==> config.mk <==
export PLATFORM = sky130hd
export DESIGN_NAME = trial_division_prime_counter
export DESIGN_NICKNAME = d
export VERILOG_FILES = /design/src/tdpc_pkg.sv /design/src/tdpc_rem_unit.sv /design/src/tdpc_ctrl.sv /design/src/trial_division_prime_counter.sv
export SDC_FILE = /design/constraint.sdc
export NUM_CORES = 1
export LEC_CHECK = 0
export BUFFER_PORTS_ARGS = -buffer_cell sky130_fd_sc_hd__clkbuf_2
export CAP_MARGIN = 20
export CORE_MARGIN = 3
export CORE_UTILIZATION = 35
export CTS_CLUSTER_DIAMETER = 80
export CTS_CLUSTER_SIZE = 20
export DETAILED_ROUTE_END_ITERATION = 6
export GPL_TIMING_DRIVEN = 1
export HOLD_SLACK_MARGIN = 0.1
export PLACE_DENSITY_LB_ADDON = 0.05
export SYNTH_ARGS = -nofsm -noshare
export SYNTH_HDL_FRONTEND = slang
export SYNTH_SLANG_ARGS = --single-unit
==> constraint.sdc <==
create_clock -name clk -period 4.75 [get_ports clk]
set_input_delay 0.95 -clock clk [delete_from_list [all_inputs] [get_ports clk]]
set_output_delay 0.95 -clock clk [all_outputs]
set_load 0.005 [all_outputs]
==> src/tdpc_pkg.sv <==
// ----------------------------------------------------------------------------
// tdpc_pkg
// shared constants and types of the trial-division prime counter
// ----------------------------------------------------------------------------
package tdpc_pkg;

  localparam int CAND_W          = 16;  // candidate field width
  localparam int CNT_W           = 16;  // running count width
  localparam int OUT_TDATA_W     = 40;  // echo, flag and count rounded to bytes
  localparam int NUMBER_BITS_DEF = 16;

  localparam logic [CNT_W-1:0] CNT_MAX = {CNT_W{1'b1}};

  // sequencer states, one-hot
  typedef enum logic [3:0] {
    ST_IDLE  = 4'b0001,
    ST_CHECK = 4'b0010,
    ST_DIV   = 4'b0100,
    ST_DONE  = 4'b1000
  } tdpc_state_t;

  // verdict handed from the sequencer to the top level
  typedef struct packed {
    logic valid;
    logic prime;
  } tdpc_res_t;

endpackage

==> src/tdpc_rem_unit.sv <==
// ----------------------------------------------------------------------------
// tdpc_rem_unit
// bit-serial restoring remainder unit, one dividend bit per cycle
// ----------------------------------------------------------------------------
module tdpc_rem_unit #(
  parameter int NUM_W = 16,
  parameter int DIV_W = 9
) (
  input  logic             clk,
  input  logic             rst_n,
  input  logic             start,
  input  logic [NUM_W-1:0] dividend,
  input  logic [DIV_W-1:0] divisor,   // held stable while busy
  output logic             done,      // one-cycle pulse
  output logic             rem_zero   // valid with done
);

  localparam int CW = $clog2(NUM_W + 1);

  logic             busy_r;
  logic             done_r;
  logic [CW-1:0]    cnt_r;
  logic [DIV_W-1:0] rem_r;
  logic [DIV_W-1:0] rem_nxt;
  logic [NUM_W-1:0] quo_r;
  logic [DIV_W:0]   trial;

  // shift in the next dividend bit, subtract when it fits
  always_comb begin
    trial = {rem_r, quo_r[NUM_W-1]};
    if (trial >= {1'b0, divisor}) begin
      rem_nxt = DIV_W'(trial - {1'b0, divisor});
    end else begin
      rem_nxt = trial[DIV_W-1:0];
    end
  end

  always_ff @(posedge clk) begin
    if (!rst_n) begin
      busy_r <= 1'b0;
      done_r <= 1'b0;
    end else begin
      done_r <= 1'b0;
      if (start) begin
        busy_r <= 1'b1;
      end else if (busy_r && cnt_r == CW'(1)) begin
        busy_r <= 1'b0;
        done_r <= 1'b1;
      end
    end
  end

  always_ff @(posedge clk) begin
    if (start) begin
      cnt_r <= CW'(NUM_W);
      rem_r <= '0;
      quo_r <= dividend;
    end else if (busy_r) begin
      cnt_r <= cnt_r - CW'(1);
      rem_r <= rem_nxt;
      quo_r <= {quo_r[NUM_W-2:0], 1'b0};
    end
  end

  assign done     = done_r;
  assign rem_zero = (rem_r == '0);

endmodule

==> src/tdpc_ctrl.sv <==
// ----------------------------------------------------------------------------
// tdpc_ctrl
// divisor sequencer: steps d = 2, 3, ... while d*d <= n
// ----------------------------------------------------------------------------
module tdpc_ctrl
  import tdpc_pkg::*;
#(
  parameter int NUM_W = 16
) (
  input  logic             clk,
  input  logic             rst_n,
  input  logic             start,
  input  logic [NUM_W-1:0] number,
  input  logic             res_ready,
  output logic             idle,
  output tdpc_res_t        res
);

  localparam int DIV_W = (NUM_W + 1) / 2 + 1;  // holds 2**ceil(n/2)
  localparam int SQ_W  = 2 * DIV_W;

  tdpc_state_t      state_r;
  logic [NUM_W-1:0] num_r;
  logic [DIV_W-1:0] div_r;
  logic [SQ_W-1:0]  sq_r;      // div_r squared, kept by increments
  logic             prime_r;
  logic             rem_start;
  logic             rem_done;
  logic             rem_zero;

  assign rem_start = (state_r == ST_CHECK) && (sq_r <= SQ_W'(num_r));

  tdpc_rem_unit #(
    .NUM_W(NUM_W),
    .DIV_W(DIV_W)
  ) u_rem (
    .clk      (clk),
    .rst_n    (rst_n),
    .start    (rem_start),
    .dividend (num_r),
    .divisor  (div_r),
    .done     (rem_done),
    .rem_zero (rem_zero)
  );

  always_ff @(posedge clk) begin
    if (!rst_n) begin
      state_r <= ST_IDLE;
    end else begin
      unique case (state_r)
        ST_IDLE: begin
          if (start) begin
            // 0 and 1 are not prime
            state_r <= (number[NUM_W-1:1] == '0) ? ST_DONE : ST_CHECK;
          end
        end
        ST_CHECK: begin
          state_r <= rem_start ? ST_DIV : ST_DONE;
        end
        ST_DIV: begin
          if (rem_done) begin
            state_r <= rem_zero ? ST_DONE : ST_CHECK;
          end
        end
        ST_DONE: begin
          if (res_ready) begin
            state_r <= ST_IDLE;
          end
        end
        default: state_r <= ST_IDLE;
      endcase
    end
  end

  always_ff @(posedge clk) begin
    unique case (state_r)
      ST_IDLE: begin
        num_r   <= number;
        div_r   <= DIV_W'(2);
        sq_r    <= SQ_W'(4);
        prime_r <= 1'b0;
      end
      ST_CHECK: begin
        if (!rem_start) begin
          prime_r <= 1'b1;
        end
      end
      ST_DIV: begin
        if (rem_done && !rem_zero) begin
          sq_r  <= sq_r + SQ_W'({div_r, 1'b1});
          div_r <= div_r + DIV_W'(1);
        end
      end
      ST_DONE: begin
      end
      default: begin
      end
    endcase
  end

  assign idle      = (state_r == ST_IDLE);
  assign res.valid = (state_r == ST_DONE);
  assign res.prime = prime_r;

endmodule

==> src/trial_division_prime_counter.sv <==
// ----------------------------------------------------------------------------
// trial_division_prime_counter
// primality test by trial division with a saturating running prime count
// ----------------------------------------------------------------------------
// Each input item carries a candidate (in_tdata) and a range-start flag
// (in_tuser). The candidate is tested by trial division with divisors 2, 3,
// 4, ... until the divisor squared exceeds it; 0 and 1 are reported as not
// prime. One result item follows per input item with the candidate, the prime
// flag and the number of primes since the last range start, this item
// included, saturating at 65535. Items are handled one at a time: in_tready is
// high only while the block is idle. Every divisor costs one bound check plus
// a bit-serial remainder that takes one dividend bit per cycle; a prime n tries
// every divisor from 2 to floor(sqrt(n)), and fewer are tried when a small
// divisor is found. NUM_W is the smaller of NUMBER_BITS and 16, and only that
// many low candidate bits are used. A finished result sits in the output
// register while the next item may already be accepted.
// ----------------------------------------------------------------------------
module trial_division_prime_counter
  import tdpc_pkg::*;
#(
  parameter int NUMBER_BITS = NUMBER_BITS_DEF
) (
  input  logic                   clk,
  input  logic                   rst_n,
  // input channel
  input  logic                   in_tvalid,
  output logic                   in_tready,
  input  logic [CAND_W-1:0]      in_tdata,   // [15:0] candidate
  input  logic                   in_tuser,   // [0] range_start
  // result channel
  output logic                   out_tvalid,
  input  logic                   out_tready,
  output logic [OUT_TDATA_W-1:0] out_tdata   // [15:0] candidate_echo,
                                             // [16] is_prime,
                                             // [32:17] prime_total, rest zero
);

  // effective candidate width
  localparam int NUM_W = (NUMBER_BITS < CAND_W) ? NUMBER_BITS : CAND_W;

  logic             in_acc;
  logic             ctrl_idle;
  logic             res_ready;
  tdpc_res_t        res;
  logic [NUM_W-1:0] cand_r;       // candidate under test
  logic             start_r;      // range start of the item under test
  logic [CNT_W-1:0] count_r;      // running prime count
  logic [CNT_W-1:0] count_base;
  logic [CNT_W-1:0] count_nxt;
  logic             out_valid_r;
  logic [CAND_W-1:0] echo_r;
  logic             prime_out_r;
  logic [CNT_W-1:0] total_r;

  assign in_tready = ctrl_idle;
  assign in_acc    = in_tvalid && in_tready;

  // the verdict moves to the output register once that is free
  assign res_ready = !out_valid_r || out_tready;

  tdpc_ctrl #(
    .NUM_W(NUM_W)
  ) u_ctrl (
    .clk       (clk),
    .rst_n     (rst_n),
    .start     (in_acc),
    .number    (in_tdata[NUM_W-1:0]),
    .res_ready (res_ready),
    .idle      (ctrl_idle),
    .res       (res)
  );

  always_ff @(posedge clk) begin
    if (in_acc) begin
      cand_r  <= in_tdata[NUM_W-1:0];
      start_r <= in_tuser;
    end
  end

  // range start clears the count before this item, saturate at the top
  always_comb begin
    count_base = start_r ? '0 : count_r;
    if (res.prime && count_base != CNT_MAX) begin
      count_nxt = count_base + CNT_W'(1);
    end else begin
      count_nxt = count_base;
    end
  end

  always_ff @(posedge clk) begin
    if (!rst_n) begin
      count_r     <= '0;
      out_valid_r <= 1'b0;
    end else begin
      if (res.valid && res_ready) begin
        count_r     <= count_nxt;
        out_valid_r <= 1'b1;
      end else if (out_tready) begin
        out_valid_r <= 1'b0;
      end
    end
  end

  always_ff @(posedge clk) begin
    if (res.valid && res_ready) begin
      echo_r      <= CAND_W'(cand_r);
      prime_out_r <= res.prime;
      total_r     <= count_nxt;
    end
  end

  assign out_tvalid = out_valid_r;
  assign out_tdata  = {(OUT_TDATA_W - CAND_W - 1 - CNT_W)'(0), total_r, prime_out_r, echo_r};

  // a prime result always carries a non-zero count
  a_prime_counted: assert property (@(posedge clk) disable iff (!rst_n)
    (out_tvalid && out_tdata[CAND_W]) |-> (out_tdata[CAND_W+CNT_W:CAND_W+1] != '0))
    else $error("prime result with zero count");

  // 0 and 1 never come out as prime
  a_small_not_prime: assert property (@(posedge clk) disable iff (!rst_n)
    (out_tvalid && out_tdata[CAND_W-1:1] == '0) |-> !out_tdata[CAND_W])
    else $error("candidate below two flagged prime");

  // the sequencer is busy in the cycle after an item is taken
  a_busy_after_accept: assert property (@(posedge clk) disable iff (!rst_n)
    (in_tvalid && in_tready) |=> !in_tready)
    else $error("ready again straight after accepting an item");

endmodule
Word level (Yosys, flattened, before mapping)
Index checks and enable logic that the tools add are counted.
{ "totals": {"reg_bits": 147, "word_cells": 79, "output_inout_bits": 42, "inputBits": 21} }
{ "op_classes": {"eq_ne": 11, "magnitude_cmp": 2, "mux": 23, "n_bitwise": 1, "reduce_logical": 20, "add_sub_neg": 5} }
{ "ops": {"columns": ["op", "n"], "rows": [
  ["$mux 16", 4],
  ["$pmux 18 s2", 1],
  ["$mux 4", 6],
  ["$add 18x10->18", 1],
  ["$le 18x16->1", 1],
  ["$mux 18", 1],
  ["$mux 9", 2],
  ["$pmux 9 s2", 1],
  ["$add 16x1->16 const B", 1],
  ["$ne 16x16->1 const B", 1],
  ["$pmux 4 s4", 1],
  ["$logic_not 15->1", 1],
  ["$ge 10x9->1", 1],
  ["$reduce_bool 2->1", 5],
  ["$add 9x1->9 const B", 1],
  ["$logic_not 9->1", 1],
  ["$sub 9x9->9", 1],
  ["$logic_and 1x1->1", 6],
  ["$mux 1", 6],
  ["$ne 2x2->1 const B", 3],
  ["$eq 5x1->1 const B", 1],
  ["$sub 5x1->5 const B", 1],
  ["$eq 4x1->1 const B", 1],
  ["$eq 4x2->1 const B", 1],
  ["other kinds (10)", 13]
]} }

Longest topological paths before layout
{ "depth": {"word_depth": 5, "ltp_mapped": 10, "mapped_depth_nobuf": 9} }

By module
From an unflattened synthesis, not the netlist that was laid out.
{ "hier_totals": {"hier_cells": 674, "hier_area_um2": 7537.2} }
{ "by_module_without_submodules": {"columns": ["module", "cells_per_inst", "instances", "seq_area_each_um2", "area_per_inst_um2"], "rows": [
  ["tdpc_ctrl", 265, 1, 1401.3, 2847.7],
  ["trial_division_prime_counter", 237, 1, 1841.8, 2842.7],
  ["tdpc_rem_unit", 172, 1, 800.8, 1846.8]
]} }

Worst setup path after synthesis
OpenSTA, ideal clock, no wires.
{ "synth_path": {"path_kind": "flip-flop to flip-flop", "from": "register u_ctrl.state_r[1]", "to": "register u_ctrl.div_r[0] (enable)", "period_less_slack_ns": 3.833, "t_arrival_ns": 3.449, "path_slack_ns": 0.917, "required_time_ns": 4.366, "setup_time_ns": 0.384, "path_stages_with_launch": 4, "n_path_buf": 0, "path_cell_list": "dfxtp_1 -> nor4b_1 -> inv_1 -> nand2_1"} }
{ "synth_between": {"elab_chain_len": 3, "word_cells_on_any_way": 5, "classes_between": "eq/ne (3); reduce/logical (2)"} }
{ "synth_lines": {"columns": ["element", "line", "source"], "rows": [
  ["start: declaration", "tdpc_ctrl.sv:22", "tdpc_state_t state_r;"],
  ["start signal: assignment", "tdpc_ctrl.sv:54", "state_r <= (number[NUM_W-1:1] == '0) ? ST_DONE : ST_CHECK;"],
  ["start signal: assignment", "tdpc_ctrl.sv:58", "state_r <= rem_start ? ST_DIV : ST_DONE;"],
  ["start signal: assignment", "tdpc_ctrl.sv:62", "state_r <= rem_zero ? ST_DONE : ST_CHECK;"],
  ["$eq 4x1->1", null, null],
  ["named net in_tready", "trial_division_prime_counter.sv:27", "output logic in_tready,"],
  ["$reduce_bool 2->1 (no line)", null, null],
  ["$reduce_and 2->1 (no line)", null, null],
  ["end signal: assignment", "tdpc_ctrl.sv:91", "div_r <= div_r + DIV_W'(1);"],
  ["end: declaration", "tdpc_ctrl.sv:24", "logic [DIV_W-1:0] div_r;"]
]} }
The timed path passes the listed nets, and every way through them passes these cells.
A chain may end at the register's enable or synchronous reset.

Worst setup path after layout
{ "layout_path": {"from": "register u_ctrl.sq_r[15]", "to": "register u_ctrl.u_rem.quo_r[8] (enable)"} }
{ "layout_between": {"elab_chain_len": 3} }
{ "layout_lines": {"columns": ["element", "line", "source"], "rows": [
  ["start: declaration", "tdpc_ctrl.sv:25", "logic [SQ_W-1:0] sq_r;"],
  ["start signal: assignment", "tdpc_ctrl.sv:90", "sq_r <= sq_r + SQ_W'({div_r, 1'b1});"],
  ["$le 18x16->1", "tdpc_ctrl.sv:31", "assign rem_start = (state_r == ST_CHECK) && (sq_r <= SQ_W'(num_r));"],
  ["$logic_and 1x1->1", "tdpc_ctrl.sv:31", null],
  ["$reduce_bool 2->1 (no line)", null, null],
  ["end signal: assignment", "tdpc_rem_unit.sv:57", "quo_r <= dividend;"],
  ["end signal: assignment", "tdpc_rem_unit.sv:61", "quo_r <= {quo_r[NUM_W-2:0], 1'b0};"],
  ["end: declaration", "tdpc_rem_unit.sv:25", "logic [NUM_W-1:0] quo_r;"]
]} }
No other way between the ends.

==> reports/results.ini <==
[layout]
utilization_pct=41.6
area_growth_syn_to_layout_pct=15.0
insertedDiodeCount=0
nFillCells=2053
fin_cells=1019
nets=798
design_area_um2=8560
drive_above_1_share_pct=14.6

[critical_path]
cp.arrival_ps=3250
cpLargestDelayFamily=simple AND/OR/NAND/NOR gates
cpPeakStageDelay_ps=650
critPathSlowestCell=nand2b_1
rr_startpoint=u_ctrl.sq_r[15]$_SDFFCE_PN0P_
cp_cell_sequence=ha_1, nand3_1, or4_4, nor3_2, o21ai_1, a21o_1, nand2b_1
worst-setup-path-type=reg -> reg
critPathLaunchType=flop
critPathCaptureType=flop
crit_fanout=16
cp-startpoint=u_ctrl.sq_r[15]$_SDFFCE_PN0P_
path_buf_inv=0
required_ps=4800

[synthesis]
syn_inst=675
async_flop_share_pct=0
ys_ff_latch=147
syn_area_um2=7440
ys.flop_type=edfxtp_1
yosys_warnings=0
synth.distinct_cells=63
avgSynthCellArea_um2=11.0
synth_edf_count=110
ys_seq_area_share_pct=54.3

[sta]
fin_crit_sh_pct=67.4
relSlewSlack_pct=33.4
drv_slew=0
tightestPinTransition_ps=998
fmax_mhz=312
skew_ps=13.6
rsz0062_at_grt=false
finalSetupViolCount=0
hold_viol=0
setup_tns_ps=0
finalCriticalPeriod_ps=3200

[pwr]
leakage_uw=0.00323
internal-power_uw=2530
seq_power_share_pct=44.1
switchingPower_uw=1170
ir_worst_vdd_mv=0.234
switching_share_pct=31.6
power_density_nw_per_um2=432
p_comb_share_pct=21.7
clkPwrFrac_pct=34.2

[floorplan]
initial_core_util_pct=36.2
die_h_um=152
die-area_um2=23000
core_area_um2=20600
ios=63
rows=52
dieWidth_um=152

[route]
vias_per_cell=5.17
dr_total_vias=5266
drt-total-wl_mm=16.7
drt_iter0_drc=308
dr.pass1.iters=5
ant_nets=0
drc_errors=0
wl_per_cell_um=16.4

[flow_run]
max-cap-violations=0

[clock_tree]
root_buffer=clkbuf_16
cts_tree=done
cts.clk_slew.worst_paths_ps=70
post_cts_resized=0
cts_max_level=4
numCtsBuffers=17
postCtsSetupBuffers=0
ctsHoldBuffers=0
cts_buffer_depth=2
worstSkewPairLatency_ps=430
cts_num_sinks=147

[grt]
antenna_found_initial=0
grt_pass1_wl_mm=27.1
grt_overflow_total=0
track_usage_pct=14.6
grt_max_degree=39
grt_pass1_vias=5189

[placed_design]
numPortBuffers=55
dp.cells=987
dpl_cell_area_um2=8010
routabilityCongestion=0.783
dpl.hpwl_mm=11.9

[outcome]
status=finished clean

[worst_hold_path]
hp-start=cand_r[4]$_DFFE_PP_
worstHoldPathType=reg -> reg

==> power groups by stage <==
stage          logic [uW]  registers (uW)  clock network (uW)
6_report              802            1630                1260
5_1_grt               912            1640                1360
3_5_place_dp          795            1660                   0
3_3_place_gp          786            1650                   0
4_1_cts               801            1630                1300
2_1_floorplan         624            1620                   0
==> cells by family after synthesis <==
logic type                 count (synthesis)  share of synthesized area (%)
muxes                                     17                           2.56
and+or+nand+nor                          230                           16.1
DFF                                      147                           54.3
buffers and inverters                     69                           3.98
other                                      1                         0.0504
xor gates and xnor gates                  36                           4.24
adders and majority gates                 40                           6.93
AOI/OAI and AO/OA                        135                           11.8
==> Yosys cell counts, drive strengths merged (6+ instances only) <==
cell type	instances	area share, %
and2	6	0.50
o21a	8	0.81
dfxtp	37	10
nand3	33	2.2
nor2b	13	1.1
a21o	12	1.2
nor2	61	3.1
inv	41	2.1
xor2	16	1.9
a21boi	10	1.0
nand4	11	0.92
a21oi	35	2.6
edfxtp	110	44
nand2	39	2.0
buf	12	1.1
clkbuf	16	0.81
mux2	16	2.4
xnor2	20	2.4
a211oi	13	1.4
nor4	7	0.59
o21ai	32	2.2
ha	38	6.4
nand2b	11	0.92
nor3	12	0.87
or3	7	0.59
==> routing by layer <==
| metal | global-route usage, % | up-vias | wire [um] | share of wire [%] |
|---|---|---|---|---|
| li1 | - | 2585 | - | - |
| met1 | 18.6 | 2550 | 7550 | 45 |
| met2 | 24.4 | 113 | 8280 | 50 |
| met3 | 3.90 | 18 | 622 | 3.7 |
| met4 | 4.28 | 0 | 251 | 1.5 |
| met5 | 0 | - | 0 | 0 |
==> metrics by stage <==
step                worst slack (ps)  hold WS [ps]  power (uW)
finish                          1550           419        3690
global route                    1350           431        3910
CTS                             1520           421        3730
detailed placement              1520           405        2450
global placement                1670           404        2440
floorplan                        917           400        2240
==> cells in the final DEF, fill, tap and decap left out, types with 8 or more instances in the layout <==
cell	netlist	layout
nand4_1	11	11
o21a_1	8	8
a21boi_1	9	9
dfxtp_1	37	37
nor2b_1	13	13
a21o_1	12	12
nor3_1	11	11
nand2b_1	11	11
nand3_1	33	33
xor2_1	16	16
buf_4	9	9
xnor2_1	20	20
ha_1	38	38
edfxtp_1	110	110
a211oi_1	12	12
o21ai_0	30	30
inv_1	41	41
clkbuf_16	0	17
nor2_1	61	61
clkbuf_2	0	55
mux2_1	15	15
nand2_1	39	39
a21oi_1	33	33
==> final timing paths <==
kind / cells past startpoint / endpoint / slack [ps]
max: 7 / u_ctrl.u_rem.quo_r[8]$_DFFE_PP_ / 1550
min: 0 / echo_r[4]$_DFFE_PP_ / 420
min reg2reg: 0 / echo_r[4]$_DFFE_PP_ / 420
max reg2reg: 7 / u_ctrl.u_rem.quo_r[8]$_DFFE_PP_ / 1550
==> layout make-up <==
type	instances	area (um2)	share of cell area, %
tap	270	338	3.95
inverter	41	154	1.80
timing repair buffer	65	348	4.06
clock buffer	17	425	4.97
multi-input combinational	465	3130	36.6
clock inverter	14	119	1.39
sequential	147	4040	47.3
==> flip-flops by register name, indices dropped and copies added, names as in the netlist <==
register             count
echo_r                  16
prime_out_r              1
u_ctrl.num_r            16
u_ctrl.prime_r           1
u_ctrl.div_r             9
start_r                  1
u_ctrl.u_rem.done        1
total_r                 16
count_r                 16
u_ctrl.u_rem.cnt_r       5
u_ctrl.state_r           4
u_ctrl.u_rem.quo_r      16
u_ctrl.sq_r             18
u_ctrl.u_rem.busy_r      1
out_tvalid               1
u_ctrl.u_rem.rem_r       9
cand_r                  16
No activity file was read; power rests on OpenSTA's default activity.
